**config.mk**
```make
export PLATFORM = sky130hd
export DESIGN_NAME = inertial_dead_reckoning
export DESIGN_NICKNAME = d
export VERILOG_FILES = /design/src/hdl/idr_pkg.sv /design/src/hdl/idr_mul.sv /design/src/hdl/inertial_dead_reckoning.sv
export SDC_FILE = /design/constraint.sdc
export NUM_CORES = 2
export LEC_CHECK = 0
export BUFFER_PORTS_ARGS = -buffer_cell sky130_fd_sc_hd__buf_4
export CORE_ASPECT_RATIO = 1.2
export CORE_MARGIN = 2
export CORE_UTILIZATION = 54
export CTS_BUF_LIST = sky130_fd_sc_hd__clkbuf_16
export DETAILED_ROUTE_END_ITERATION = 10
export GPL_TIMING_DRIVEN = 0
export MAX_ROUTING_LAYER = met4
export PLACE_DENSITY = 0.7
export SLEW_MARGIN = 0
export SYNTH_ARGS = -nofsm -noshare
export SYNTH_HDL_FRONTEND = slang
export SYNTH_HIERARCHICAL = 1
export SYNTH_SLANG_ARGS = --single-unit
```
**constraint.sdc**
```tcl
create_clock -name clk -period 6.52 [get_ports clk]
set_input_delay 0.652 -clock clk [delete_from_list [all_inputs] [get_ports clk]]
set_output_delay 0.652 -clock clk [all_outputs]
set_load 0.05 [all_outputs]
```
**src/hdl/idr_pkg.sv**
```systemverilog
// ----------------------------------------------------------------------------
// Inertial dead reckoning package
// Widths, register codes, payload beats and sequencer types.
// ----------------------------------------------------------------------------
package idr_pkg;

  localparam int WORD_W      = 16;
  localparam int ACC_W       = 32;
  localparam int TICKS_W     = 8;
  localparam int CFG_INDEX_W = 4;
  localparam int CFG_DATA_W  = 16;
  localparam int MAX_AXES    = 3;
  localparam int IDR_AXES    = 3;
  localparam int ASR_SHIFT   = 4;

  localparam int MUL_DIGIT_W = 4;
  localparam int MUL_DIGITS  = WORD_W / MUL_DIGIT_W;
  localparam int MUL_CNT_W   = $clog2(MUL_DIGITS);
  localparam int MUL_HI_W    = WORD_W + MUL_DIGIT_W + 1;

  localparam logic [WORD_W-1:0]  ACCEL_GAIN_RST      = 16'd304;
  localparam logic [WORD_W-1:0]  VELOCITY_GAIN_RST   = 16'd262;
  localparam logic [WORD_W-1:0]  CORRECTION_GAIN_RST = 16'd1638;
  localparam logic [TICKS_W-1:0] CORRECTION_TICKS_RST = 8'd14;

  localparam logic [CFG_INDEX_W-1:0] REG_ACCEL_GAIN      = 4'd0;
  localparam logic [CFG_INDEX_W-1:0] REG_VELOCITY_GAIN   = 4'd1;
  localparam logic [CFG_INDEX_W-1:0] REG_CORRECTION_GAIN = 4'd2;
  localparam logic [CFG_INDEX_W-1:0] REG_CORRECTION_TICKS = 4'd3;

  typedef struct packed {
    logic              enable;
    logic              fix_request;
    logic [WORD_W-1:0] accel_x;
    logic [WORD_W-1:0] accel_y;
    logic [WORD_W-1:0] accel_z;
    logic [WORD_W-1:0] gps_loc_x;
    logic [WORD_W-1:0] gps_loc_y;
    logic [WORD_W-1:0] gps_loc_z;
    logic [WORD_W-1:0] gps_vel_x;
    logic [WORD_W-1:0] gps_vel_y;
    logic [WORD_W-1:0] gps_vel_z;
  } idr_in_t;

  typedef struct packed {
    logic [ACC_W-1:0] velocity_x;
    logic [ACC_W-1:0] velocity_y;
    logic [ACC_W-1:0] velocity_z;
    logic [ACC_W-1:0] location_x;
    logic [ACC_W-1:0] location_y;
    logic [ACC_W-1:0] location_z;
    logic             fix_consumed;
    logic             clear_yaw_error;
  } idr_out_t;

  typedef enum logic [2:0] {
    ST_IDLE,
    ST_LOAD,
    ST_MUL,
    ST_CAPTURE,
    ST_DONE
  } idr_state_t;

  typedef enum logic [1:0] {
    OP_ACCEL,
    OP_VEL,
    OP_VERR,
    OP_LERR
  } idr_op_t;

endpackage

```
**src/hdl/idr_mul.sv**
```systemverilog
// ----------------------------------------------------------------------------
// Digit-serial signed multiplier
// 16 x 16 signed product, one 4-bit digit of b per cycle, shift-add form.
// ----------------------------------------------------------------------------
module idr_mul import idr_pkg::*; (
  input  logic              clk,
  input  logic              rst,
  input  logic              start,
  input  logic [WORD_W-1:0] a,
  input  logic [WORD_W-1:0] b,
  output logic              done,
  output logic [ACC_W-1:0]  product
);

  logic                        busy;
  logic [MUL_CNT_W-1:0]        cnt;
  logic signed [WORD_W-1:0]    a_q;
  logic [WORD_W-1:0]           b_sh;
  logic signed [MUL_HI_W-1:0]  hi;
  logic [WORD_W-1:0]           lo;
  logic                        last;
  logic signed [MUL_DIGIT_W:0] digit;
  logic signed [MUL_HI_W-1:0]  pp;
  logic signed [MUL_HI_W-1:0]  sum;

  assign last = (cnt == MUL_CNT_W'(MUL_DIGITS - 1));

  always_comb begin
    if (last) begin
      digit = {b_sh[MUL_DIGIT_W-1], b_sh[MUL_DIGIT_W-1:0]};
    end else begin
      digit = {1'b0, b_sh[MUL_DIGIT_W-1:0]};
    end
    pp  = a_q * digit;
    sum = hi + pp;
  end

  always_ff @(posedge clk) begin
    if (rst) begin
      busy <= 1'b0;
      done <= 1'b0;
      cnt  <= '0;
    end else begin
      done <= busy && last;
      if (start) begin
        busy <= 1'b1;
        cnt  <= '0;
      end else if (busy) begin
        cnt <= cnt + MUL_CNT_W'(1);
        if (last) begin
          busy <= 1'b0;
        end
      end
    end
  end

  always_ff @(posedge clk) begin
    if (start) begin
      a_q  <= a;
      b_sh <= b;
      hi   <= '0;
      lo   <= '0;
    end else if (busy) begin
      b_sh <= b_sh >> MUL_DIGIT_W;
      lo   <= {sum[MUL_DIGIT_W-1:0], lo[WORD_W-1:MUL_DIGIT_W]};
      hi   <= sum >>> MUL_DIGIT_W;
    end
  end

  assign product = {hi[WORD_W-1:0], lo};

endmodule

```
**src/hdl/inertial_dead_reckoning.sv**
```systemverilog
// ----------------------------------------------------------------------------
// Inertial dead reckoning
// Velocity and location integration with GPS error correction.
// ----------------------------------------------------------------------------
// One sample beat in, one result beat out. A sample is taken when
// sample_valid and sample_ready are high; the result appears on result with
// result_valid and stays until result_ready. Gains and the correction length
// are written on the cfg channel (always ready); the user must write them
// only while the block is idle: the block itself does not enforce it. All
// products go through one shared 16 x 16 multiplier that retires one 4-bit
// digit per cycle; a product is loaded, takes four digits, then is accumulated.
// An enabled sample needs two products per axis, four while the correction
// countdown runs, then ST_CAPTURE, then ST_DONE, which loads the result. A
// disabled sample clears the accumulators and goes straight to ST_DONE. The
// result register frees the input side: a new sample is taken while the last
// result waits, and the block holds the next result in its final state until
// the receiver drains the register.
// Reset clears accumulators, errors and result_valid, and restores the
// register defaults; the countdown restarts at its reset length.
// ----------------------------------------------------------------------------
module inertial_dead_reckoning import idr_pkg::*; #(
  parameter int AXES = IDR_AXES
) (
  input  logic                   clk,
  input  logic                   rst,
  input  logic                   sample_valid,
  output logic                   sample_ready,
  input  idr_in_t                sample,
  output logic                   result_valid,
  input  logic                   result_ready,
  output idr_out_t               result,
  input  logic                   cfg_valid,
  output logic                   cfg_ready,
  input  logic [CFG_INDEX_W-1:0] cfg_index,
  input  logic [CFG_DATA_W-1:0]  cfg_data
);

  localparam int AXIS_W = (AXES > 1) ? $clog2(AXES) : 1;
  localparam logic [AXIS_W-1:0] LAST_AXIS = AXIS_W'(AXES - 1);

  idr_state_t          state;
  idr_state_t          state_next;
  idr_op_t             op;
  idr_op_t             op_next;
  logic [AXIS_W-1:0]   axis;
  idr_in_t             smp;

  logic [WORD_W-1:0]   accel_gain;
  logic [WORD_W-1:0]   velocity_gain;
  logic [WORD_W-1:0]   correction_gain;
  logic [TICKS_W-1:0]  correction_ticks;
  logic [TICKS_W-1:0]  countdown;

  logic [ACC_W-1:0]    vel  [AXES];
  logic [ACC_W-1:0]    loc  [AXES];
  logic [WORD_W-1:0]   verr [AXES];
  logic [WORD_W-1:0]   lerr [AXES];
  logic                fix_flag;
  logic                yaw_flag;

  logic [WORD_W-1:0]   s_accel [MAX_AXES];
  logic [WORD_W-1:0]   s_gloc  [MAX_AXES];
  logic [WORD_W-1:0]   s_gvel  [MAX_AXES];
  logic [ACC_W-1:0]    vel3    [MAX_AXES];
  logic [ACC_W-1:0]    loc3    [MAX_AXES];

  logic                accept;
  logic                mul_start;
  logic                mul_done;
  logic [WORD_W-1:0]   mul_a;
  logic [WORD_W-1:0]   mul_b;
  logic [ACC_W-1:0]    mul_p;
  logic                op_last;
  logic                result_load;
  logic [ACC_W-1:0]    vel_sum;
  logic [ACC_W-1:0]    loc_sum;
  logic [ACC_W-1:0]    loc_inc;
  idr_out_t            result_next;

  assign s_accel[0] = smp.accel_x;
  assign s_accel[1] = smp.accel_y;
  assign s_accel[2] = smp.accel_z;
  assign s_gloc[0]  = smp.gps_loc_x;
  assign s_gloc[1]  = smp.gps_loc_y;
  assign s_gloc[2]  = smp.gps_loc_z;
  assign s_gvel[0]  = smp.gps_vel_x;
  assign s_gvel[1]  = smp.gps_vel_y;
  assign s_gvel[2]  = smp.gps_vel_z;

  for (genvar g = 0; g < MAX_AXES; g++) begin : g_axis
    if (g < AXES) begin : g_used
      assign vel3[g] = vel[g];
      assign loc3[g] = loc[g];
    end else begin : g_unused
      assign vel3[g] = '0;
      assign loc3[g] = '0;
    end
  end

  assign cfg_ready = 1'b1;
  assign accept    = sample_valid && sample_ready;
  assign op_last   = (op == OP_LERR) || ((op == OP_VEL) && (countdown == '0));

  always_comb begin
    unique case (op)
      OP_ACCEL: begin
        mul_a = accel_gain;
        mul_b = s_accel[axis];
      end
      OP_VEL: begin
        mul_a = velocity_gain;
        mul_b = vel[axis][ACC_W-1:WORD_W];
      end
      OP_VERR: begin
        mul_a = correction_gain;
        mul_b = verr[axis];
      end
      OP_LERR: begin
        mul_a = correction_gain;
        mul_b = lerr[axis];
      end
      default: begin
        mul_a = '0;
        mul_b = '0;
      end
    endcase
  end

  idr_mul u_mul (
    .clk     (clk),
    .rst     (rst),
    .start   (mul_start),
    .a       (mul_a),
    .b       (mul_b),
    .done    (mul_done),
    .product (mul_p)
  );

  always_comb begin
    if (op == OP_VEL) begin
      loc_inc = {{ASR_SHIFT{mul_p[ACC_W-1]}}, mul_p[ACC_W-1:ASR_SHIFT]};
    end else begin
      loc_inc = mul_p;
    end
    vel_sum = vel[axis] + mul_p;
    loc_sum = loc[axis] + loc_inc;
  end

  always_comb begin
    unique case (op)
      OP_ACCEL: op_next = OP_VEL;
      OP_VEL:   op_next = OP_VERR;
      OP_VERR:  op_next = OP_LERR;
      OP_LERR:  op_next = OP_ACCEL;
      default:  op_next = OP_ACCEL;
    endcase
  end

  always_comb begin
    state_next = state;
    unique case (state)
      ST_IDLE: begin
        if (sample_valid) begin
          state_next = sample.enable ? ST_LOAD : ST_DONE;
        end
      end
      ST_LOAD: begin
        state_next = ST_MUL;
      end
      ST_MUL: begin
        if (mul_done) begin
          if (op_last && (axis == LAST_AXIS)) begin
            state_next = ST_CAPTURE;
          end else begin
            state_next = ST_LOAD;
          end
        end
      end
      ST_CAPTURE: begin
        state_next = ST_DONE;
      end
      ST_DONE: begin
        if (!result_valid || result_ready) begin
          state_next = ST_IDLE;
        end
      end
      default: begin
        state_next = ST_IDLE;
      end
    endcase
  end

  always_comb begin
    sample_ready = (state == ST_IDLE);
    mul_start    = (state == ST_LOAD);
    result_load  = (state == ST_DONE) && (!result_valid || result_ready);
  end

  always_comb begin
    result_next.velocity_x      = vel3[0];
    result_next.velocity_y      = vel3[1];
    result_next.velocity_z      = vel3[2];
    result_next.location_x      = loc3[0];
    result_next.location_y      = loc3[1];
    result_next.location_z      = loc3[2];
    result_next.fix_consumed    = fix_flag;
    result_next.clear_yaw_error = yaw_flag;
  end

  always_ff @(posedge clk) begin
    if (rst) begin
      state            <= ST_IDLE;
      op               <= OP_ACCEL;
      axis             <= '0;
      result_valid     <= 1'b0;
      fix_flag         <= 1'b0;
      yaw_flag         <= 1'b0;
      accel_gain       <= ACCEL_GAIN_RST;
      velocity_gain    <= VELOCITY_GAIN_RST;
      correction_gain  <= CORRECTION_GAIN_RST;
      correction_ticks <= CORRECTION_TICKS_RST;
      countdown        <= CORRECTION_TICKS_RST;
      for (int i = 0; i < AXES; i++) begin
        vel[i]  <= '0;
        loc[i]  <= '0;
        verr[i] <= '0;
        lerr[i] <= '0;
      end
    end else begin
      state <= state_next;

      if (cfg_valid) begin
        unique case (cfg_index)
          REG_ACCEL_GAIN:       accel_gain       <= cfg_data;
          REG_VELOCITY_GAIN:    velocity_gain    <= cfg_data;
          REG_CORRECTION_GAIN:  correction_gain  <= cfg_data;
          REG_CORRECTION_TICKS: correction_ticks <= cfg_data[TICKS_W-1:0];
          default: ;
        endcase
      end

      if (accept) begin
        axis     <= '0;
        op       <= OP_ACCEL;
        fix_flag <= 1'b0;
        yaw_flag <= 1'b0;
        if (!sample.enable) begin
          for (int i = 0; i < AXES; i++) begin
            vel[i] <= '0;
            loc[i] <= '0;
          end
        end
      end

      if ((state == ST_MUL) && mul_done) begin
        if ((op == OP_ACCEL) || (op == OP_VERR)) begin
          vel[axis] <= vel_sum;
        end else begin
          loc[axis] <= loc_sum;
        end
        if (op_last) begin
          op   <= OP_ACCEL;
          axis <= axis + AXIS_W'(1);
        end else begin
          op <= op_next;
        end
      end

      if (state == ST_CAPTURE) begin
        yaw_flag <= (countdown == '0);
        if (smp.fix_request) begin
          fix_flag  <= 1'b1;
          countdown <= correction_ticks;
          for (int i = 0; i < AXES; i++) begin
            lerr[i] <= s_gloc[i] - loc[i][ACC_W-1:WORD_W];
            verr[i] <= s_gvel[i] - vel[i][ACC_W-1:WORD_W];
          end
        end else if (countdown != '0) begin
          countdown <= countdown - TICKS_W'(1);
        end
      end

      if (result_load) begin
        result_valid <= 1'b1;
      end else if (result_ready) begin
        result_valid <= 1'b0;
      end
    end
  end

  always_ff @(posedge clk) begin
    if (accept) begin
      smp <= sample;
    end
    if (result_load) begin
      result <= result_next;
    end
  end

endmodule

```
## Yosys cells after proc, flatten, opt, wreduce, memory -nomap -nowiden

Memories as Yosys holds them, arrays and structs flattened. A register that Yosys moved wholly into a read port is not among the register bits.
Index checks and enable logic that the tools add are counted.

- Bitwise operators: 13
- Add/sub/neg operators: 12
- Eq/ne operators: 15
- Reduce and logical (&&, ||, !) cells: 30
- Mux-type cells: 74
- $mul: 1
- Magnitude comparators: 1

Operator list:

| operator | count |
|---|---|
| 32-bit two-way mux | 8 |
| 16-bit two-way mux | 10 |
| 16-bit subtractor | 6 |
| 32-bit adder | 2 |
| 16-bit case mux with 4 select lines | 1 |
| 32-bit OR reduction | 2 |
| 16-bit case mux with 3 select lines | 1 |
| 16-bit binary-select mux with 2-bit select | 1 |
| 31-bit two-way mux | 1 |
| 1-bit two-way mux | 30 |
| 2-bit two-way mux | 13 |
| 17-bit by 21-bit adder with 21-bit output | 1 |
| 16-bit by 5-bit multiplier with 21-bit output | 1 |
| 8-bit two-way mux | 2 |
| 3-bit case mux with 5 select lines | 1 |
| 3-bit two-way mux | 4 |
| 1-bit OR | 12 |
| 2-bit AND reduction | 5 |
| 2-bit nonzero test | 5 |
| 2-bit equality test, second input constant | 4 |
| 4-bit by 2-bit equality test with 1-bit output, second input constant | 2 |
| 8-bit logical NOT | 1 |
| 2-bit case mux with 4 select lines | 1 |
| 8-bit nonzero test | 1 |
| other kinds (20) | 31 |

- Memories: 4
- Bits in registers: 482
- RAM bits: 288
- Input bits: 171
- Output and inout port bits: 197
- Logic and storage cells: 186

Memory list:

| name | words | width | rd ports | clocked after Yosys merged registers in | wr ports | line | source |
|---|---|---|---|---|---|---|---|
| loc | 3 | 32 | 4 | 1 | 3 | inertial_dead_reckoning.sv:55 | `logic [ACC_W-1:0] loc [AXES];` |
| vel | 3 | 32 | 4 | 1 | 3 | inertial_dead_reckoning.sv:54 | `logic [ACC_W-1:0] vel [AXES];` |
| lerr | 3 | 16 | 1 | 1 | 3 | inertial_dead_reckoning.sv:57 | `logic [WORD_W-1:0] lerr [AXES];` |
| verr | 3 | 16 | 1 | 1 | 3 | inertial_dead_reckoning.sv:56 | `logic [WORD_W-1:0] verr [AXES];` |

## Depth between registers and ports, before layout

- Word-level depth: 8
- Mapped depth: 17
- Depth with buffers taken out: 17

## By module

Netlist, hierarchy kept.

Modules (own cells, without submodules):

| module | cells each | seq. area each (µm²) | instances | area an instance (µm²) |
|---|---|---|---|---|
| inertial_dead_reckoning | 2944 | 22231.3 | 1 | 36570.1 |
| idr_mul | 600 | 1701.6 | 1 | 5962.0 |

## Worst setup path before layout

No wires, ideal clock.

- Path kind: input port to flip-flop
- Start point: input result_ready
- End point: register result[0] (netlist name) (enable)
- Stages on the path: 2
- Slack: 0.670 ns
- Setup time: 0.579 ns
- Data arrival time: 5.270 ns
- Data required time: 5.941 ns
- Cell sequence: nand2b_1 > and3_1

- Cells in the longest elaborated chain, start to end: 2

RTL lines:

| element | line | source |
|---|---|---|
| start: declaration | inertial_dead_reckoning.sv:30 | `input logic result_ready,` |
| 1-bit logical OR | inertial_dead_reckoning.sv:196 | `result_load = (state == ST_DONE) && (!result_valid \|\| result_ready);` |
| 1-bit logical AND | inertial_dead_reckoning.sv:196 |  |
| named net result_load | inertial_dead_reckoning.sv:74 | `logic result_load;` |
| end signal: assignment | inertial_dead_reckoning.sv:296 | `result <= result_next;` |
| end: declaration | inertial_dead_reckoning.sv:31 | `output idr_out_t result,` |

The timed path passes the listed nets, and every way through them passes these cells.
A chain may end at the register's enable or synchronous reset.

==> run_results.csv <==
group,metric,value,unit
floorplanning,die_w,260.2,um
drt,wl_per_cell,24.24,um
floorplanning,start_util,54.59,%
sta,finClkSkew,44.25,ps
finish,design_area,0.04993,mm2
sta,timing_max_transition_violations_final,0,
cts,cts_buffer_depth,3,
synthesis,post-synth-top-area-fraction,51.05,%
cts,cts_hold_buf,0,
critical_path,setup.worst_path.class,"reg -> reg",
floorplanning,fp.dieArea,0.08103,mm2
sta,finalWorstPathRequiredPeriod,5866,ps
synthesis,synth_area_per_cell,12.00,um2
placed_design,postPlaceCellArea,0.04695,mm2
grt,globalRouteTotalUtil,31.40,%
synthesis,synthArstFlopShare,0,%
critical_path,worstPathMaxFanout,10,
sta,rsz0062_at_grt,"false",
flow_run,drv.max_cap_violation_count,0,
cts,post_cts_buffers,0,
cts,clk_root_buffer_cell,"clkbuf_16",
pwr,vdd_drop_max,0.2298,mV
pwr,sw_frac_of_total,32.99,%
status,outcome,"finished, final reports clean",
synthesis,synth-edff-count,723,
sta,final_hold_vios,0,
pwr,total_switching_power,5450,uW
pwr,totalPowerFinal,16520,uW
sta,timing.final.setup_violations,0,
synthesis,post_synth_fa_ha_maj_area_fraction,9.514,%
drt,first_pass_iters,6,
synthesis,syn_inst,3544,
pwr,internal_cell_power,11070,uW
sta,fmax,0.1705,GHz
drt,detailroute.via_count,30007,
drt,top_layer_used,"met4",
drt,drt.antenna.violating_nets,0,
grt,grt_overflow,0,
cts,clock-sinks,834,
sta,timing_worst_slew_pin_value,1265,ps
synthesis,yosys.cell_types.count,90,
synthesis,ys_seq_elements,834,
drt,routed-wl-met3,10350,um
grt,first_pass_grt_wire_length,183200,um
synthesis,postSynthNetCount,3994,
drt,post-route-drc-count,0,
pwr,power_density,330.9,mW/mm2
cts,cts_max_level,3,
sta,timing.final.crit_share,89.98,%
synthesis,mappedNetlistArea,0.04253,mm2
critical_path,end_kind,"flop",
cts,cts_buffers,85,
floorplanning,placement_rows,112,
cts,tritoncts,"built",
floorplanning,core_region_area,0.07791,mm2
placed_design,routabilityCongestion,0.9697,
placed_design,placement.io_buffers,366,
grt,maximum_number_of_pins_on_one_net_before_global_route_repair,89,
pwr,clkPwrFrac,31.4,%
floorplanning,number_of_top_level_pins,368,
placed_design,detailed_place_hpwl,94940,um
floorplanning,die_h,311.4,um
pwr,seq_power_share,39.3,%
pwr,power_frac_comb,29.3,%
cts,clock_latency,680,ps
synthesis,post_synth_xor_area_fraction,2.595,%
drt,finalWirelength,124000,um
finish,fin_nets,4463,
drt,drt_iter0_markers,2623,
synthesis,synthesized_area_fraction_occupied_by_ao_oa_aoi_and_oai_cells,9.778,%
synthesis,netlist_top_cells_area,"edfxtp_1 (51%), ha_1 (6.0%), dfxtp_1 (5.2%)",
finish,proportion_of_layout_cells_with_a_drive_suffix_above_1,18.48,%
grt,grt_antenna_before_repair,1,
synthesis,synth_warnings,6,
cts,clk_pin_slew,70,ps
synthesis,synth_flop_cell,"edfxtp_1",
sta,slew_headroom,14.86,%
synthesis,synth_largest_area_cell,"edfxtp_1",
critical_path,cp_data_arrival_time,6260,ps
drt,route.layer.met1.wl,48800,um
synthesis,synth_sequential_area_ratio,56.27,%
synthesis,synth_mux_area_share,6.448,%
pwr,power_leakage,0.01989,uW
critical_path,critPathLaunchType,"flop",
synthesis,combinational_family_with_the_most_area_after_synthesis,"simple AND/OR/NAND/NOR gates",
drt,wl_met2,60230,um
synthesis,yosys.area_share.simple,11.04,%
finish,area_growth_syn_to_layout,17.38,%
drt,via_cell_ratio,5.865,
grt,first_global_vias,29495,
cts,cts_repair_resize_count,0,
critical_path,cp_data_required_time,6920,ps
min_path,min_path_type,"in -> reg",
-- worst max-delay path: stages (launching register included) --
cell and delay (ps):
dfxtp_1 360, buf_2 330, buf_2 360, clkbuf_1 460
buf_6 240, buf_6 160, buf_2 460, mux4_2 570
ha_1 260, fa_1 480, a21oi_1 260, o21ai_2 120
nand2_1 120, o221ai_2 130, a31oi_1 500, o31ai_1 190
xnor2_1 430, nor2_1 110
-- registers in the layout, indices dropped and copies added, names as in the netlist, 3 cells and up --
| name | flops |
|---|---|
| result | 194 |
| loc | 128 |
| vel | 128 |
| lerr | 48 |
| s_accel | 48 |
| s_gloc | 48 |
| s_gvel | 48 |
| verr | 48 |
| u_mul/hi | 17 |
| accel_gain | 16 |
| correction_gain | 16 |
| u_mul/a_q | 16 |
| u_mul/b_sh | 16 |
| u_mul/lo | 16 |
| velocity_gain | 16 |
| correction_ticks | 8 |
| countdown | 8 |
| state | 3 |
-- per-layer routing --
metal	up-vias	GRT usage [%]
met5	-	-
met4	0	11.10
met3	214	5.580
met2	1274	50.68
met1	14803	39.94
li1	13716	-
-- power by group through the flow --
stage               sequential, uW  combinational, uW  clock, uW
floorplan                     6620               3400          0
global placement              6650               4700          0
detailed placement            6610               4760          0
CTS                           6500               4810       5240
global route                  6520               5380       5430
finish                        6500               4840       5180
-- Yosys cell counts (15+ instances only) --
| cell type | count |
|---|---|
| o21bai_1 | 18 |
| nand4_1 | 20 |
| clkbuf_1 | 106 |
| a211oi_1 | 31 |
| a221oi_1 | 36 |
| nor3b_1 | 16 |
| buf_4 | 18 |
| mux2_2 | 88 |
| xor2_1 | 47 |
| buf_1 | 15 |
| o21ai_0 | 107 |
| nand2_1 | 269 |
| dfxtp_1 | 111 |
| a31oi_1 | 33 |
| o21a_1 | 27 |
| mux4_2 | 64 |
| xnor2_1 | 79 |
| nand3b_1 | 17 |
| a211o_1 | 19 |
| a21oi_1 | 184 |
| and3_1 | 21 |
| buf_2 | 21 |
| inv_1 | 305 |
| a21o_1 | 61 |
| edfxtp_1 | 723 |
| nand3_1 | 38 |
| nor2_1 | 413 |
| nor3_1 | 63 |
| nand2b_1 | 22 |
| a22oi_1 | 16 |
| mux2i_1 | 31 |
| and2_1 | 70 |
| fa_1 | 74 |
| ha_1 | 205 |
| nor2b_1 | 26 |
-- metrics by stage --
step | setup TNS (ps) | cells | setup WS (ps) | hold WS, ps | utilization [%]
after global routing | 0 | 5111 | 410.6 | 137.9 | 64.06
after global placement | -377150 | 4936 | -1996 | 424.2 | 59.76
after detailed placement | 0 | 4952 | 712.5 | 417.9 | 60.26
after floorplan | 0 | 3544 | 670.2 | 407.9 | -
final | 0 | 5116 | 653.6 | 154.8 | 64.08
after CTS | 0 | 5111 | 684.3 | 126.0 | 64.06
-- path summary, 6_finish.rpt --
check                       from                        to  slack [ps]  cells after the start
min reg2reg  fix_flag$_SDFF_PP0_       result[1]$_DFFE_PP_         430                      0
min                  sample[141]     s_accel[45]$_DFFE_PP_         150                      1
max           axis[0]$_SDFF_PP0_  loc[0][16]$_SDFFCE_PN0P_         650                     17
max reg2reg   axis[0]$_SDFF_PP0_  loc[0][16]$_SDFFCE_PN0P_         650                     17
-- cell type report --
cell class / count / area [um2]
buffer: 160 / 694.4
clock inverter: 72 / 782.0
antenna: 5 / 12.51
sequential: 834 / 23930
tap: 1026 / 1284
multi-input combinational: 2243 / 16790
inverter: 307 / 1157
timing repair buffer: 382 / 3098
fill: 6155 / 27990
clock buffer: 87 / 2177
-- layout by cell type (no fill, tap or decap), types with 36 or more instances in the layout --
| cell type | synthesis | routed |
|---|---|---|
| fa_1 | 74 | 74 |
| and2_1 | 70 | 68 |
| buf_4 | 18 | 384 |
| clkbuf_1 | 106 | 106 |
| mux4_2 | 64 | 64 |
| edfxtp_1 | 723 | 723 |
| a21o_1 | 61 | 61 |
| a21oi_1 | 184 | 184 |
| dfxtp_1 | 111 | 111 |
| o21ai_0 | 107 | 107 |
| mux2_2 | 88 | 88 |
| nor3_1 | 63 | 63 |
| ha_1 | 205 | 205 |
| nand2_1 | 269 | 263 |
| nor2_1 | 413 | 413 |
| clkbuf_16 | 0 | 87 |
| inv_1 | 305 | 318 |
| xnor2_1 | 79 | 79 |
| xor2_1 | 47 | 47 |
| a221oi_1 | 36 | 36 |
| nand3_1 | 38 | 38 |
-- kinds of logic after synthesis --
group                    after synthesis
AO/OA/AOI/OAI                        626
XOR/XNOR                             126
adder cells (fa/ha/maj)              279
buffers and inverters                467
flip-flops                           834
multiplexers                         183
other                                  1
AND/OR/NAND/NOR                     1028
No activity file was read; power rests on OpenSTA's default activity.
